`src/design/json_nesting_emitter_top_defines.svh`:
```
// assertion macros for the asserting top-level file
`ifndef JSON_NESTING_EMITTER_TOP_DEFINES_SVH
`define JSON_NESTING_EMITTER_TOP_DEFINES_SVH

// implication in the same cycle, held off during reset
`define JNE_ASSERT_NOW(label, ante, cons, msg) \
  label: assert property (@(posedge clk_i) disable iff (!rst_ni) (ante) |-> (cons)) \
    else $error(msg);

// implication in the next cycle, held off during reset
`define JNE_ASSERT_NEXT(label, ante, cons, msg) \
  label: assert property (@(posedge clk_i) disable iff (!rst_ni) (ante) |=> (cons)) \
    else $error(msg);

`endif

```
`src/design/jne_pkg.sv`:
```
package jne_pkg;

  localparam int unsigned STACK_DEPTH_DEF = 16;
  localparam int unsigned RESULT_LIMIT    = 15;
  localparam int unsigned OP_W            = 4;
  localparam int unsigned BYTE_W          = 8;
  localparam int unsigned LEN_W           = 3;
  localparam int unsigned IDX_W           = 4;

  typedef enum logic [OP_W-1:0] {
    OP_ELEM_START   = 4'd0,
    OP_KEY_BYTE     = 4'd1,
    OP_KEY_END      = 4'd2,
    OP_OPEN_ARRAY   = 4'd3,
    OP_OPEN_OBJECT  = 4'd4,
    OP_OPEN_STRING  = 4'd5,
    OP_STRING_BYTE  = 4'd6,
    OP_CLOSE_ARRAY  = 4'd7,
    OP_CLOSE_OBJECT = 4'd8,
    OP_CLOSE_STRING = 4'd9,
    OP_LITERAL_BYTE = 4'd10,
    OP_CLOSE_ALL    = 4'd11
  } op_e;

  typedef enum logic [1:0] {
    KIND_ROOT   = 2'd0,
    KIND_ARRAY  = 2'd1,
    KIND_OBJECT = 2'd2,
    KIND_STRING = 2'd3
  } kind_e;

  localparam logic [BYTE_W-1:0] CH_QUOTE     = 8'h22;
  localparam logic [BYTE_W-1:0] CH_BACKSLASH = 8'h5c;
  localparam logic [BYTE_W-1:0] CH_SOLIDUS   = 8'h2f;
  localparam logic [BYTE_W-1:0] CH_COMMA     = 8'h2c;
  localparam logic [BYTE_W-1:0] CH_SPACE     = 8'h20;
  localparam logic [BYTE_W-1:0] CH_COLON     = 8'h3a;
  localparam logic [BYTE_W-1:0] CH_LOWER_U   = 8'h75;
  localparam logic [BYTE_W-1:0] CH_ZERO      = 8'h30;
  localparam logic [BYTE_W-1:0] CH_LBRACKET  = 8'h5b;
  localparam logic [BYTE_W-1:0] CH_RBRACKET  = 8'h5d;
  localparam logic [BYTE_W-1:0] CH_LBRACE    = 8'h7b;
  localparam logic [BYTE_W-1:0] CH_RBRACE    = 8'h7d;
  localparam logic [BYTE_W-1:0] CTRL_MAX     = 8'h1f;

  // controller to datapath
  typedef struct packed {
    logic             accept;
    logic             emit;
    logic             pop;
    logic             load;
    logic [IDX_W-1:0] idx;
  } jne_cmd_t;

  // datapath to controller
  typedef struct packed {
    logic [LEN_W-1:0] len;
    logic             close_all;
    logic             pop_item;
    logic             ca_done;
    logic             slot_free;
  } jne_stat_t;

  function automatic logic [BYTE_W-1:0] hex_digit(input logic [3:0] nib);
    logic [BYTE_W-1:0] res;
    if (nib < 4'd10) begin
      res = CH_ZERO + {4'd0, nib};
    end else begin
      res = 8'h37 + {4'd0, nib};
    end
    return res;
  endfunction

  function automatic logic [BYTE_W-1:0] closer_of(input kind_e kind);
    logic [BYTE_W-1:0] res;
    case (kind)
      KIND_ARRAY:  res = CH_RBRACKET;
      KIND_OBJECT: res = CH_RBRACE;
      KIND_STRING: res = CH_QUOTE;
      default:     res = '0;
    endcase
    return res;
  endfunction

endpackage

```
`src/design/jne_if.sv`:
```
interface jne_in_if;
  import jne_pkg::*;
  logic              valid;
  logic              ready;
  logic [OP_W-1:0]   operation;
  logic [BYTE_W-1:0] data_byte;
  logic              has_key;

  modport source (output valid, output operation, output data_byte, output has_key,
                  input ready);
  modport sink (input valid, input operation, input data_byte, input has_key,
                output ready);
endinterface

interface jne_out_if;
  import jne_pkg::*;
  logic              valid;
  logic              ready;
  logic [BYTE_W-1:0] out_byte;
  logic              error;
  logic              last;

  modport source (output valid, output out_byte, output error, output last,
                  input ready);
  modport sink (input valid, input out_byte, input error, input last,
                output ready);
endinterface

```
`src/design/json_nesting_emitter_top.sv`:
```
// channel | dir | fields                          | transfer
// in_i    | in  | operation, data_byte, has_key   | valid && ready
// out_o   | out | out_byte, error, last           | valid && ready
//
// an item is taken in the idle state, then each result byte is loaded
// once the output register is free, and a final step finishes the item
// each closer pops the nesting stack memory and adds a load step for its
// registered read, so close_all emits and refills per level, up to 15 levels
// asynchronous active-low reset puts the stack at the root, no clearing pass
// a stalled output holds the result byte and the sequencer waits on it
`include "json_nesting_emitter_top_defines.svh"

module json_nesting_emitter_top import jne_pkg::*; #(
  parameter int unsigned STACK_DEPTH = STACK_DEPTH_DEF
) (
  input  logic      clk_i,
  input  logic      rst_ni,
  jne_in_if.sink    in_i,
  jne_out_if.source out_o
);

  jne_cmd_t  cmd;
  jne_stat_t stat;

  // controller: accepts items and steps through their result bytes
  jne_ctrl u_ctrl (
    .clk_i      (clk_i),
    .rst_ni     (rst_ni),
    .in_valid_i (in_i.valid),
    .in_ready_o (in_i.ready),
    .stat_i     (stat),
    .cmd_o      (cmd)
  );

  // datapath: rule checks, nesting stack, escape sequencing, output register
  jne_dp #(
    .STACK_DEPTH (STACK_DEPTH)
  ) u_dp (
    .clk_i       (clk_i),
    .rst_ni      (rst_ni),
    .op_i        (in_i.operation),
    .byte_i      (in_i.data_byte),
    .key_i       (in_i.has_key),
    .cmd_i       (cmd),
    .stat_o      (stat),
    .out_ready_i (out_o.ready),
    .out_valid_o (out_o.valid),
    .out_byte_o  (out_o.out_byte),
    .out_error_o (out_o.error),
    .out_last_o  (out_o.last)
  );

  // an error result is a lone zero byte that closes its item
  `JNE_ASSERT_NOW(a_err_lone, out_o.valid && out_o.error,
                  out_o.last && (out_o.out_byte == '0), "error result not lone zero byte")

  // every pop is followed by a refill of the cached top
  `JNE_ASSERT_NEXT(a_pop_load, cmd.pop, cmd.load && !cmd.emit, "pop without top refill")

  // no new item is taken while a result byte is being produced
  `JNE_ASSERT_NOW(a_no_overlap, cmd.emit, !in_i.ready, "item taken while emitting")

  // a result byte is only loaded into a free output register
  `JNE_ASSERT_NOW(a_slot_free, cmd.emit, !out_o.valid || out_o.ready,
                  "output register overwritten")

endmodule

```
`src/design/jne_ram.sv`:
```
module jne_ram #(
  parameter int unsigned WIDTH = 3,
  parameter int unsigned DEPTH = 16
) (
  input  logic                     clk_i,
  input  logic                     we_i,
  input  logic [$clog2(DEPTH)-1:0] waddr_i,
  input  logic [WIDTH-1:0]         wdata_i,
  input  logic [$clog2(DEPTH)-1:0] raddr_i,
  output logic [WIDTH-1:0]         rdata_o
);

  logic [WIDTH-1:0] mem_q [DEPTH];
  logic [WIDTH-1:0] rdata_q;

  always_ff @(posedge clk_i) begin
    if (we_i) begin
      mem_q[waddr_i] <= wdata_i;
    end
    rdata_q <= mem_q[raddr_i];
  end

  assign rdata_o = rdata_q;

endmodule

```
`src/design/jne_ctrl.sv`:
```
module jne_ctrl import jne_pkg::*; (
  input  logic      clk_i,
  input  logic      rst_ni,
  input  logic      in_valid_i,
  output logic      in_ready_o,
  input  jne_stat_t stat_i,
  output jne_cmd_t  cmd_o
);

  localparam logic [1:0] S_IDLE = 2'd0;
  localparam logic [1:0] S_EMIT = 2'd1;
  localparam logic [1:0] S_LOAD = 2'd2;

  logic [1:0]       state_q, state_d;
  logic [IDX_W-1:0] idx_q, idx_d;

  always_comb begin
    state_d     = state_q;
    idx_d       = idx_q;
    in_ready_o  = 1'b0;
    cmd_o       = '0;
    cmd_o.idx   = idx_q;
    case (state_q)
      S_IDLE: begin
        in_ready_o = 1'b1;
        if (in_valid_i) begin
          cmd_o.accept = 1'b1;
          idx_d        = '0;
          state_d      = S_EMIT;
        end
      end
      S_EMIT: begin
        if (stat_i.close_all) begin
          if (stat_i.ca_done) begin
            state_d = S_IDLE;
          end else if (stat_i.slot_free) begin
            cmd_o.emit = 1'b1;
            cmd_o.pop  = 1'b1;
            idx_d      = idx_q + 1'b1;
            state_d    = S_LOAD;
          end
        end else if (idx_q == {1'b0, stat_i.len}) begin
          state_d = S_IDLE;
        end else if (stat_i.slot_free) begin
          cmd_o.emit = 1'b1;
          idx_d      = idx_q + 1'b1;
          if (stat_i.pop_item) begin
            cmd_o.pop = 1'b1;
            state_d   = S_LOAD;
          end
        end
      end
      S_LOAD: begin
        // refill the cached top from the stack memory
        cmd_o.load = 1'b1;
        state_d    = S_EMIT;
      end
      default: begin
        state_d = S_IDLE;
      end
    endcase
  end

  always_ff @(posedge clk_i or negedge rst_ni) begin
    if (!rst_ni) begin
      state_q <= S_IDLE;
      idx_q   <= '0;
    end else begin
      state_q <= state_d;
      idx_q   <= idx_d;
    end
  end

endmodule

```
`src/design/jne_dp.sv`:
```
module jne_dp import jne_pkg::*; #(
  parameter int unsigned STACK_DEPTH = STACK_DEPTH_DEF
) (
  input  logic              clk_i,
  input  logic              rst_ni,
  input  logic [OP_W-1:0]   op_i,
  input  logic [BYTE_W-1:0] byte_i,
  input  logic              key_i,
  input  jne_cmd_t          cmd_i,
  output jne_stat_t         stat_o,
  input  logic              out_ready_i,
  output logic              out_valid_o,
  output logic [BYTE_W-1:0] out_byte_o,
  output logic              out_error_o,
  output logic              out_last_o
);

  localparam int unsigned DW = $clog2(STACK_DEPTH);
  localparam logic [DW-1:0] DP_MAX = DW'(STACK_DEPTH - 1);

  function automatic logic is_ctrl(input logic [BYTE_W-1:0] c);
    return c <= CTRL_MAX;
  endfunction

  function automatic logic is_special(input logic [BYTE_W-1:0] c);
    return (c == CH_QUOTE) || (c == CH_BACKSLASH) || (c == CH_SOLIDUS);
  endfunction

  function automatic logic [LEN_W-1:0] esc_len(input logic [BYTE_W-1:0] c);
    logic [LEN_W-1:0] res;
    if (is_ctrl(c)) begin
      res = 3'd6;
    end else if (is_special(c)) begin
      res = 3'd2;
    end else begin
      res = 3'd1;
    end
    return res;
  endfunction

  op_e               in_op;
  logic              err_d, err_q;
  logic [LEN_W-1:0]  len_d, len_q;
  logic              push;
  kind_e             push_kind;

  kind_e             top_kind_q;
  logic              top_ne_q;
  logic [DW-1:0]     dp_q;

  op_e               op_q;
  logic [BYTE_W-1:0] byte_q;
  logic              ne_q;

  logic [2:0]        ram_rdata;
  logic [BYTE_W-1:0] emit_byte;
  logic              emit_last;
  logic              ca_last;

  logic              out_valid_q;
  logic [BYTE_W-1:0] out_byte_q;
  logic              out_error_q;
  logic              out_last_q;

  assign in_op = op_e'(op_i);

  // rule check and result count of an incoming item
  always_comb begin
    err_d     = 1'b0;
    len_d     = '0;
    push      = 1'b0;
    push_kind = KIND_ARRAY;
    case (in_op)
      OP_ELEM_START: begin
        err_d = (top_kind_q == KIND_STRING) || (key_i != (top_kind_q == KIND_OBJECT));
        len_d = {1'b0, top_ne_q, key_i};
      end
      OP_KEY_BYTE: begin
        err_d = top_kind_q != KIND_OBJECT;
        len_d = esc_len(byte_i);
      end
      OP_KEY_END: begin
        err_d = top_kind_q != KIND_OBJECT;
        len_d = 3'd3;
      end
      OP_OPEN_ARRAY: begin
        err_d = dp_q == DP_MAX;
        len_d = 3'd1;
        push  = 1'b1;
      end
      OP_OPEN_OBJECT: begin
        err_d     = dp_q == DP_MAX;
        len_d     = 3'd1;
        push      = 1'b1;
        push_kind = KIND_OBJECT;
      end
      OP_OPEN_STRING: begin
        err_d     = dp_q == DP_MAX;
        len_d     = 3'd1;
        push      = 1'b1;
        push_kind = KIND_STRING;
      end
      OP_STRING_BYTE: begin
        err_d = top_kind_q != KIND_STRING;
        len_d = esc_len(byte_i);
      end
      OP_CLOSE_ARRAY: begin
        err_d = (dp_q == '0) || (top_kind_q != KIND_ARRAY);
        len_d = 3'd1;
      end
      OP_CLOSE_OBJECT: begin
        err_d = (dp_q == '0) || (top_kind_q != KIND_OBJECT);
        len_d = 3'd1;
      end
      OP_CLOSE_STRING: begin
        err_d = (dp_q == '0) || (top_kind_q != KIND_STRING);
        len_d = 3'd1;
      end
      OP_LITERAL_BYTE: begin
        len_d = 3'd1;
      end
      default: begin
        len_d = '0;
      end
    endcase
    if (err_d) begin
      len_d = 3'd1;
    end
  end

  // levels below the top live in memory, the top is cached in flops
  jne_ram #(
    .WIDTH (3),
    .DEPTH (STACK_DEPTH)
  ) u_stack (
    .clk_i   (clk_i),
    .we_i    (cmd_i.accept && push && !err_d),
    .waddr_i (dp_q),
    .wdata_i ({top_kind_q, top_ne_q}),
    .raddr_i (dp_q - 1'b1),
    .rdata_o (ram_rdata)
  );

  always_ff @(posedge clk_i or negedge rst_ni) begin
    if (!rst_ni) begin
      top_kind_q <= KIND_ROOT;
      top_ne_q   <= 1'b0;
      dp_q       <= '0;
      err_q      <= 1'b0;
      len_q      <= '0;
      op_q       <= OP_LITERAL_BYTE;
    end else begin
      if (cmd_i.accept) begin
        err_q <= err_d;
        len_q <= len_d;
        op_q  <= in_op;
        if (!err_d && (in_op == OP_ELEM_START)) begin
          top_ne_q <= 1'b1;
        end
        if (!err_d && push) begin
          top_kind_q <= push_kind;
          top_ne_q   <= 1'b0;
          dp_q       <= dp_q + 1'b1;
        end
      end
      if (cmd_i.pop) begin
        dp_q <= dp_q - 1'b1;
      end
      if (cmd_i.load) begin
        top_kind_q <= kind_e'(ram_rdata[2:1]);
        top_ne_q   <= ram_rdata[0];
      end
    end
  end

  always_ff @(posedge clk_i) begin
    if (cmd_i.accept) begin
      byte_q <= byte_i;
      ne_q   <= top_ne_q;
    end
  end

  // byte at the current result index
  always_comb begin
    emit_byte = '0;
    case (op_q)
      OP_ELEM_START: begin
        if (ne_q && (cmd_i.idx == 4'd0)) begin
          emit_byte = CH_COMMA;
        end else if (ne_q && (cmd_i.idx == 4'd1)) begin
          emit_byte = CH_SPACE;
        end else begin
          emit_byte = CH_QUOTE;
        end
      end
      OP_KEY_BYTE, OP_STRING_BYTE: begin
        if (is_ctrl(byte_q)) begin
          case (cmd_i.idx)
            4'd0:    emit_byte = CH_BACKSLASH;
            4'd1:    emit_byte = CH_LOWER_U;
            4'd4:    emit_byte = hex_digit({3'd0, byte_q[4]});
            4'd5:    emit_byte = hex_digit(byte_q[3:0]);
            default: emit_byte = CH_ZERO;
          endcase
        end else if (is_special(byte_q) && (cmd_i.idx == 4'd0)) begin
          emit_byte = CH_BACKSLASH;
        end else begin
          emit_byte = byte_q;
        end
      end
      OP_KEY_END: begin
        case (cmd_i.idx)
          4'd0:    emit_byte = CH_QUOTE;
          4'd1:    emit_byte = CH_COLON;
          default: emit_byte = CH_SPACE;
        endcase
      end
      OP_OPEN_ARRAY:   emit_byte = CH_LBRACKET;
      OP_OPEN_OBJECT:  emit_byte = CH_LBRACE;
      OP_OPEN_STRING:  emit_byte = CH_QUOTE;
      OP_CLOSE_ARRAY:  emit_byte = CH_RBRACKET;
      OP_CLOSE_OBJECT: emit_byte = CH_RBRACE;
      OP_CLOSE_STRING: emit_byte = CH_QUOTE;
      OP_LITERAL_BYTE: emit_byte = byte_q;
      OP_CLOSE_ALL:    emit_byte = closer_of(top_kind_q);
      default:         emit_byte = '0;
    endcase
    if (err_q) begin
      emit_byte = '0;
    end
  end

  assign ca_last   = (dp_q == DW'(1)) || (cmd_i.idx == IDX_W'(RESULT_LIMIT - 1));
  assign emit_last = (op_q == OP_CLOSE_ALL) ? ca_last
                   : (cmd_i.idx == ({1'b0, len_q} - IDX_W'(1)));

  always_comb begin
    stat_o           = '0;
    stat_o.len       = len_q;
    stat_o.close_all = op_q == OP_CLOSE_ALL;
    stat_o.pop_item  = !err_q && ((op_q == OP_CLOSE_ARRAY) || (op_q == OP_CLOSE_OBJECT) ||
                                  (op_q == OP_CLOSE_STRING));
    stat_o.ca_done   = (dp_q == '0) || (cmd_i.idx == IDX_W'(RESULT_LIMIT));
    stat_o.slot_free = !out_valid_q || out_ready_i;
  end

  always_ff @(posedge clk_i or negedge rst_ni) begin
    if (!rst_ni) begin
      out_valid_q <= 1'b0;
    end else if (cmd_i.emit) begin
      out_valid_q <= 1'b1;
    end else if (out_ready_i) begin
      out_valid_q <= 1'b0;
    end
  end

  always_ff @(posedge clk_i) begin
    if (cmd_i.emit) begin
      out_byte_q  <= emit_byte;
      out_error_q <= err_q;
      out_last_q  <= emit_last;
    end
  end

  assign out_valid_o = out_valid_q;
  assign out_byte_o  = out_byte_q;
  assign out_error_o = out_error_q;
  assign out_last_o  = out_last_q;

endmodule
```
`src/flat_wrapper.sv`:
```
// flat-port wrapper written by rule: the top's interface ports become plain ports
module json_nesting_emitter_top_flat import jne_pkg::*;
#(
  parameter int unsigned STACK_DEPTH = STACK_DEPTH_DEF
)
  (clk_i, rst_ni, in_i_valid, in_i_operation, in_i_data_byte, in_i_has_key, in_i_ready, out_o_valid, out_o_out_byte, out_o_error, out_o_last, out_o_ready);
  jne_in_if in_i_i ();
  jne_out_if out_o_i ();
  input  logic clk_i;
  input  logic rst_ni;
  input wire logic [$bits(in_i_i.valid)-1:0] in_i_valid;
  input wire logic [$bits(in_i_i.operation)-1:0] in_i_operation;
  input wire logic [$bits(in_i_i.data_byte)-1:0] in_i_data_byte;
  input wire logic [$bits(in_i_i.has_key)-1:0] in_i_has_key;
  output wire logic [$bits(in_i_i.ready)-1:0] in_i_ready;
  output wire logic [$bits(out_o_i.valid)-1:0] out_o_valid;
  output wire logic [$bits(out_o_i.out_byte)-1:0] out_o_out_byte;
  output wire logic [$bits(out_o_i.error)-1:0] out_o_error;
  output wire logic [$bits(out_o_i.last)-1:0] out_o_last;
  input wire logic [$bits(out_o_i.ready)-1:0] out_o_ready;
  assign in_i_i.valid = in_i_valid;
  assign in_i_i.operation = in_i_operation;
  assign in_i_i.data_byte = in_i_data_byte;
  assign in_i_i.has_key = in_i_has_key;
  assign in_i_ready = in_i_i.ready;
  assign out_o_valid = out_o_i.valid;
  assign out_o_out_byte = out_o_i.out_byte;
  assign out_o_error = out_o_i.error;
  assign out_o_last = out_o_i.last;
  assign out_o_i.ready = out_o_ready;
  json_nesting_emitter_top #(.STACK_DEPTH(STACK_DEPTH)) u_core (.clk_i(clk_i), .rst_ni(rst_ni), .in_i(in_i_i), .out_o(out_o_i));
endmodule
```
`config.mk`:
```
export PLATFORM = sky130hd
export DESIGN_NAME = json_nesting_emitter_top_flat
export DESIGN_NICKNAME = d
export VERILOG_FILES = /design/src/design/jne_pkg.sv /design/src/design/jne_if.sv /design/src/design/json_nesting_emitter_top.sv /design/src/design/jne_ram.sv /design/src/design/jne_ctrl.sv /design/src/design/jne_dp.sv /design/src/flat_wrapper.sv
export VERILOG_INCLUDE_DIRS = /design/src /design/src/design
export SDC_FILE = /design/constraint.sdc
export NUM_CORES = 1
export LEC_CHECK = 0
export BUFFER_PORTS_ARGS = -buffer_cell sky130_fd_sc_hd__buf_4
export CORE_ASPECT_RATIO = 0.75
export CORE_MARGIN = 3
export CORE_UTILIZATION = 50
export CTS_CLUSTER_SIZE = 40
export DETAILED_ROUTE_END_ITERATION = 12
export PLACE_DENSITY_LB_ADDON = 0.1
export SLEW_MARGIN = 30
export SYNTH_ARGS = -nofsm -noshare
export SYNTH_HDL_FRONTEND = slang
export SYNTH_SLANG_ARGS = --single-unit
```
`constraint.sdc`:
```
create_clock -name clk_i -period 6.8 [get_ports clk_i]
set_input_delay 0 -clock clk_i [delete_from_list [all_inputs] [get_ports clk_i]]
set_output_delay 0 -clock clk_i [all_outputs]
set_load 0.01 [all_outputs]
```
==> results of run 1 <==
==> report_power, final <==
part           leakage, uW  switching (uW)  internal [uW]
Clock             0.000160             208            324
Sequential        0.000913             221            790
Combinational      0.00106             510            439
==> flip-flops by register name, summed over array words and instances (netlist names) <==
register,flops
u_core.u_dp.u_stack.mem_q,48
u_core.u_dp.byte_q,8
u_core.u_dp.out_byte_o,8
u_core.u_ctrl.idx_q,4
u_core.u_dp.dp_q,4
u_core.u_dp.op_q,4
u_core.u_dp.len_q,3
u_core.u_dp.u_stack.rdata_o,3
u_core.u_ctrl.state_q,2
u_core.u_dp.top_kind_q,2
u_core.u_dp.err_q,1
u_core.u_dp.ne_q,1
u_core.u_dp.out_error_o,1
u_core.u_dp.out_last_o,1
u_core.u_dp.out_valid_o,1
u_core.u_dp.top_ne_q,1
==> metal layers <==
metal,share of wire,vias to the layer above
met5,0,-
met4,0.0092,0
met3,0.096,9
met2,0.38,160
met1,0.51,1769
li1,-,1675
==> metrics by stage <==
| stage | total power (uW) | cell area (um^2) |
|---|---|---|
| floorplan | 1660 | 5050 |
| global placement | 1930 | 5310 |
| detailed placement | 1950 | 5310 |
| CTS | 2490 | 5760 |
| global route | 2650 | 5760 |
| finish | 2490 | 5760 |
==> worst paths after layout <==
kind                                                 from                   endpoint  slack [ns]  cells after the start
hold / removal                                out_o_ready    u_core.u_dp.out_valid_o        0.04                      3
min in group asynchronous                          rst_ni  u_core.u_dp.top_kind_q[1]        0.10                      2
max in group asynchronous                          rst_ni        u_core.u_dp.op_q[1]        6.40                      2
setup / recovery                      u_core.u_dp.dp_q[0]     u_core.u_ctrl.idx_q[3]        3.77                      7
hold reg to reg            u_core.u_dp.u_stack.rdata_o[0]       u_core.u_dp.top_ne_q        0.49                      2
setup reg to reg                      u_core.u_dp.dp_q[0]     u_core.u_ctrl.idx_q[3]        3.77                      7
==> area by class of cell <==
| type | count | share of cell area |
|---|---|---|
| flip-flops and latches | 92 | 0.456 |
| multi-input cells | 294 | 0.387 |
| repair buffers | 41 | 0.0591 |
| clock buffers | 9 | 0.0391 |
| well taps | 132 | 0.0287 |
| clock inverters | 7 | 0.0167 |
| inverters | 20 | 0.0130 |
==> Yosys cell counts (5+ instances only) <==
cell / count
a211oi_1: 9
a21oi_1: 20
and2_1: 7
and3_1: 9
clkbuf_1: 13
dfrtp_1: 20
edfxtp_1: 67
ha_1: 17
inv_1: 19
mux4_2: 15
nand2_1: 40
nand2b_1: 12
nand3_1: 9
nor2_1: 18
nor2b_1: 5
nor3_1: 13
nor4_1: 6
o21ai_0: 13
or3_1: 5
xor2_1: 7
==> cells by family after synthesis <==
kind of cell / synth area share
buf+inv: 0.0389
flops: 0.520
other cells: 0.000743
compound gates: 0.140
xor+xnor: 0.0223
mux: 0.0732
simple gates: 0.162
fa+ha+maj: 0.0422
==> worst register-to-register path, cell delays in order, from the launching register on <==
cell and delay [ns]:
dfrtp_1 0.91, inv_1 0.24, ha_1 0.34, or3b_2 0.27, a21o_1 0.17, o2111a_1 0.66, a21oi_2 0.10, a31o_1 0.21
==> metrics, run 1 <==
DP Cell Count 566; Buf/Inv on CP 1; Initial Utilization 0.518; endpoints failing setup 0; Seq/Total Area, Yosys 0.520; DRT Wirelength 11700 um; Crit. End Element flop; leakage power 0.00213 uW; core area 9740 um^2; vias in the first global route 3413; GPL Wtd Cong 0.849; post-layout util 0.591; DR iter-0 viols 360; Syn. warnings 0; most frequent cells in the layout edfxtp_1, nand2_1, buf_4; Worst VDD drop 0.175 mV; Main synth FF type edfxtp_1; synth unique cells 75; grt met3 use 0.0605; critical path data arrival time 3.25 ns; CTS Hold Buffers Added 13; CP Cell Sequence inv_1, ha_1, or3b_2, a21o_1, o2111a_1, a21oi_2, a31o_1; Congestion Overflow GR 0; Place WS 3.73 ns; ANT nets after route 0; GR peak layer met1; row cnt 31; antenna violations before repair 0; postcts setup bufs 0; fin worst setup slack 3.77 ns; DR vias/cell 6.07; Ports 29; WL/cell 19.7 um; Yosys top cell area share 0.399; Ant. Diodes 0; RSZ-0062 raised after global routing no; asr flop ratio synth 0.239; setup TNS 0 ns; port buffer count 28; TritonCTS clock tree done; Worst path top cell family by delay compound AO/OA/AOI/OAI gates; Die W 122 um; hold slack final 0.0372 ns; clock sinks 92; critical path startpoint category flop; Final Hold Fails 0; Pwr per Cell Area 433 nW/um^2; area grow syn2layout 14.1%; Slew Limit Fails 0; top post-synthesis cells by area edfxtp_1, dfrtp_1, mux4_2; Worst-Margin Slew 0.868 ns; fin nets 492; clk_lat worst skew 0.33 ns; Yosys top cell by area edfxtp_1; DIE HEIGHT 93.0 um; Crit path required time 7.02 ns; CP max FO 17; Clock Skews 0.00540 ns; Tcrit/Tclk final 0.445; number of max-cap violations 0; Crit-path slowest cell dfrtp_1; fin crit period 3.03 ns; CTS buffer count 9; Vias 3613; Layout fillers 785; maximum clock rate 331 MHz; clk buf depth 2; commonest non-fill, non-tap cell in the layout edfxtp_1; first-pass GRT wire length 19300 um; post-route insts no fill 595; DP HPWL 8360 um; Root Driver clkbuf_16; number of synthesized flops with an enable pin 67; Slew headroom 0.422; multi-input logic area 2230 um^2; largest net degree at the start of global routing 23; critical path class flop to flop; Post-Synthesis Cells 426; quantity of gates resized following cts 0; Worst path max stage delay 0.91 ns; DRC 0; Worst-path clk slew 0.06 ns; die area 11300 um^2; Yosys reg bits 92; Avg Inst Size Synth 11.8 um^2; Post-Syn Area 5040 um^2; GRT Total Usage 0.225; status finished, final reports clean; H-tree depth 3; drt pass-1 iters 5; GR Util met2 0.272; layout cells sized above 1 0.171; register area 2630 um^2; GR Util met1 0.384; Tightest Hold Check Type input pin to flop
Power figures use the tool's default switching activity.
==> inputs of run 2 (changes only) <==
==> constraint.sdc (replaced) <==
create_clock -name clk_i -period 3.16 [get_ports clk_i]
set_input_delay 0 -clock clk_i [delete_from_list [all_inputs] [get_ports clk_i]]
set_output_delay 0 -clock clk_i [all_outputs]
set_load 0.01 [all_outputs]
==> metrics, run 2 (same netlist as run 1, synthesis figures left out) <==
critical path class flop to flop; Worst-Margin Slew 0.749 ns; clk_lat worst skew 0.34 ns; leakage power 0.00214 uW; Crit path required time 3.15 ns; Internal 3300 uW; port buffer count 28; CTS Hold Buffers Added 14; Tcrit/Tclk final 0.837; first-pass GRT wire length 18800 um; TritonCTS clock tree done; Tightest Hold Check Type input pin to flop; Largest Register u_core.u_dp.u_stack.mem_q; Ant. Diodes 0; Slew headroom 0.500; Logic pwr share 0.407; Largest register FFs 48; GR Util met2 0.284; Ports 29; number of max-cap violations 0; GR Util met1 0.366; CP max FO 19; DIE HEIGHT 93.0 um; area grow syn2layout 14.7%; core area 9740 um^2; Worst VDD drop 0.402 mV; Congestion Overflow GR 0; Final Hold Fails 0; fin nets 498; sequential share of power 0.392; vias in the first global route 3509; Post-DP Area 5340 um^2; Root Driver clkbuf_16; postcts setup bufs 0; WL/cell 19.3 um; depth of the worst hold-timing path 3; largest net degree at the start of global routing 23; Initial Utilization 0.518; DR vias/cell 6.03; DRT Wirelength 11600 um; Clock Power Share 0.201; Pwr per Cell Area 926 nW/um^2; layout cells sized above 1 0.177; Crit. End Element flop; Die W 122 um; H-tree depth 3; maximum clock rate 378 MHz; post-route cell area 5780 um^2; Worst-path clk slew 0.07 ns; fin crit period 2.64 ns; critical path data arrival time 2.64 ns; post-layout util 0.594; clock sinks 92; most frequent cells in the layout edfxtp_1, nand2_1, buf_4; CTS buffer count 9; status finished, final reports clean; Slew Limit Fails 0; drt pass-1 iters 5; row cnt 31; clk buf depth 2; GRT Total Usage 0.219; setup TNS 0 ns; Vias 3622; GPL Wtd Cong 0.961; internal reg-to-reg setup slack 0.52 ns; critical path startpoint category flop; commonest non-fill, non-tap cell in the layout edfxtp_1; DP HPWL 8460 um; Clock Skews 0.00689 ns; quantity of gates resized following cts 0; antenna violations before repair 0; DRC 0; RSZ-0062 raised after global routing no; NetSw 2060 uW; endpoints failing setup 0; grt met3 use 0.0538; Pwr Total 5360 uW; Net Sw Frac 0.385; FF-to-FF path depth 6; DR iter-0 viols 357; ANT nets after route 0; hold slack final 0.0399 ns; GR peak layer met1; die area 11300 um^2
-- run 2: cell count changes in the layout (fill, tap and decap cells not counted) --
cell / change
clkbuf_1: +1
clkinvlp_4: +1
buf_4: +5
inv_6: -1
dlygate4sd3_1: +1
inv_8: +1
clkinv_2: -1
bufinv_16: -1
-- run 2: power by group through the flow --
stage / clock (uW) / combinational, uW / sequential [uW]
after floorplan: 0 / 1640 / 1940
after global placement: 0 / 2120 / 2110
after detailed placement: 0 / 2130 / 2110
after CTS: 1100 / 2170 / 2090
after global routing: 1140 / 2390 / 2150
final: 1080 / 2180 / 2100
-- run 2: final cells by class --
type                    instances  area [um^2]
multi-input cells             294         2230
clock inverters                 6         71.3
well taps                     132          165
clock buffers                  10          229
inverters                      20         75.1
repair buffers                 47          388
fillers                       808         3950
flip-flops and latches         92         2630
-- run 2: through the flow --
| step | std cells | setup WS, ns |
|---|---|---|
| floorplan | 428 | 0.577 |
| global placement | 571 | 0.666 |
| CTS | 601 | 0.560 |
| global route | 601 | 0.428 |
| detailed placement | 571 | 0.566 |
| finish | 601 | 0.516 |
-- run 2: metal layers --
metal / part of all wire / wire [um]
met4: 0.010 / 116
met1: 0.52 / 6000
met3: 0.081 / 941
met2: 0.39 / 4540
met5: 0 / 0
-- run 2: worst paths after layout --
| path | start | to |
|---|---|---|
| setup / recovery | u_core.u_dp.top_kind_q[0] | u_core.u_dp.u_stack.mem_q[7][0] |
| hold / removal | in_i_operation[3] | u_core.u_dp.op_q[3] |
| setup reg to reg | u_core.u_dp.top_kind_q[0] | u_core.u_dp.u_stack.mem_q[7][0] |
| hold reg to reg | u_core.u_dp.u_stack.rdata_o[0] | u_core.u_dp.top_ne_q |
| max in group asynchronous | rst_ni | u_core.u_dp.op_q[3] |
| min in group asynchronous | rst_ni | u_core.u_ctrl.state_q[0] |
-- run 2: critical path, stage by stage (launching register included) --
cell and delay [ns]:
dfrtp_1 0.73, inv_1 0.18, ha_1 0.29, nand2b_1 0.08, a21oi_1 0.08, or4b_4 0.53
nor3b_1 0.41
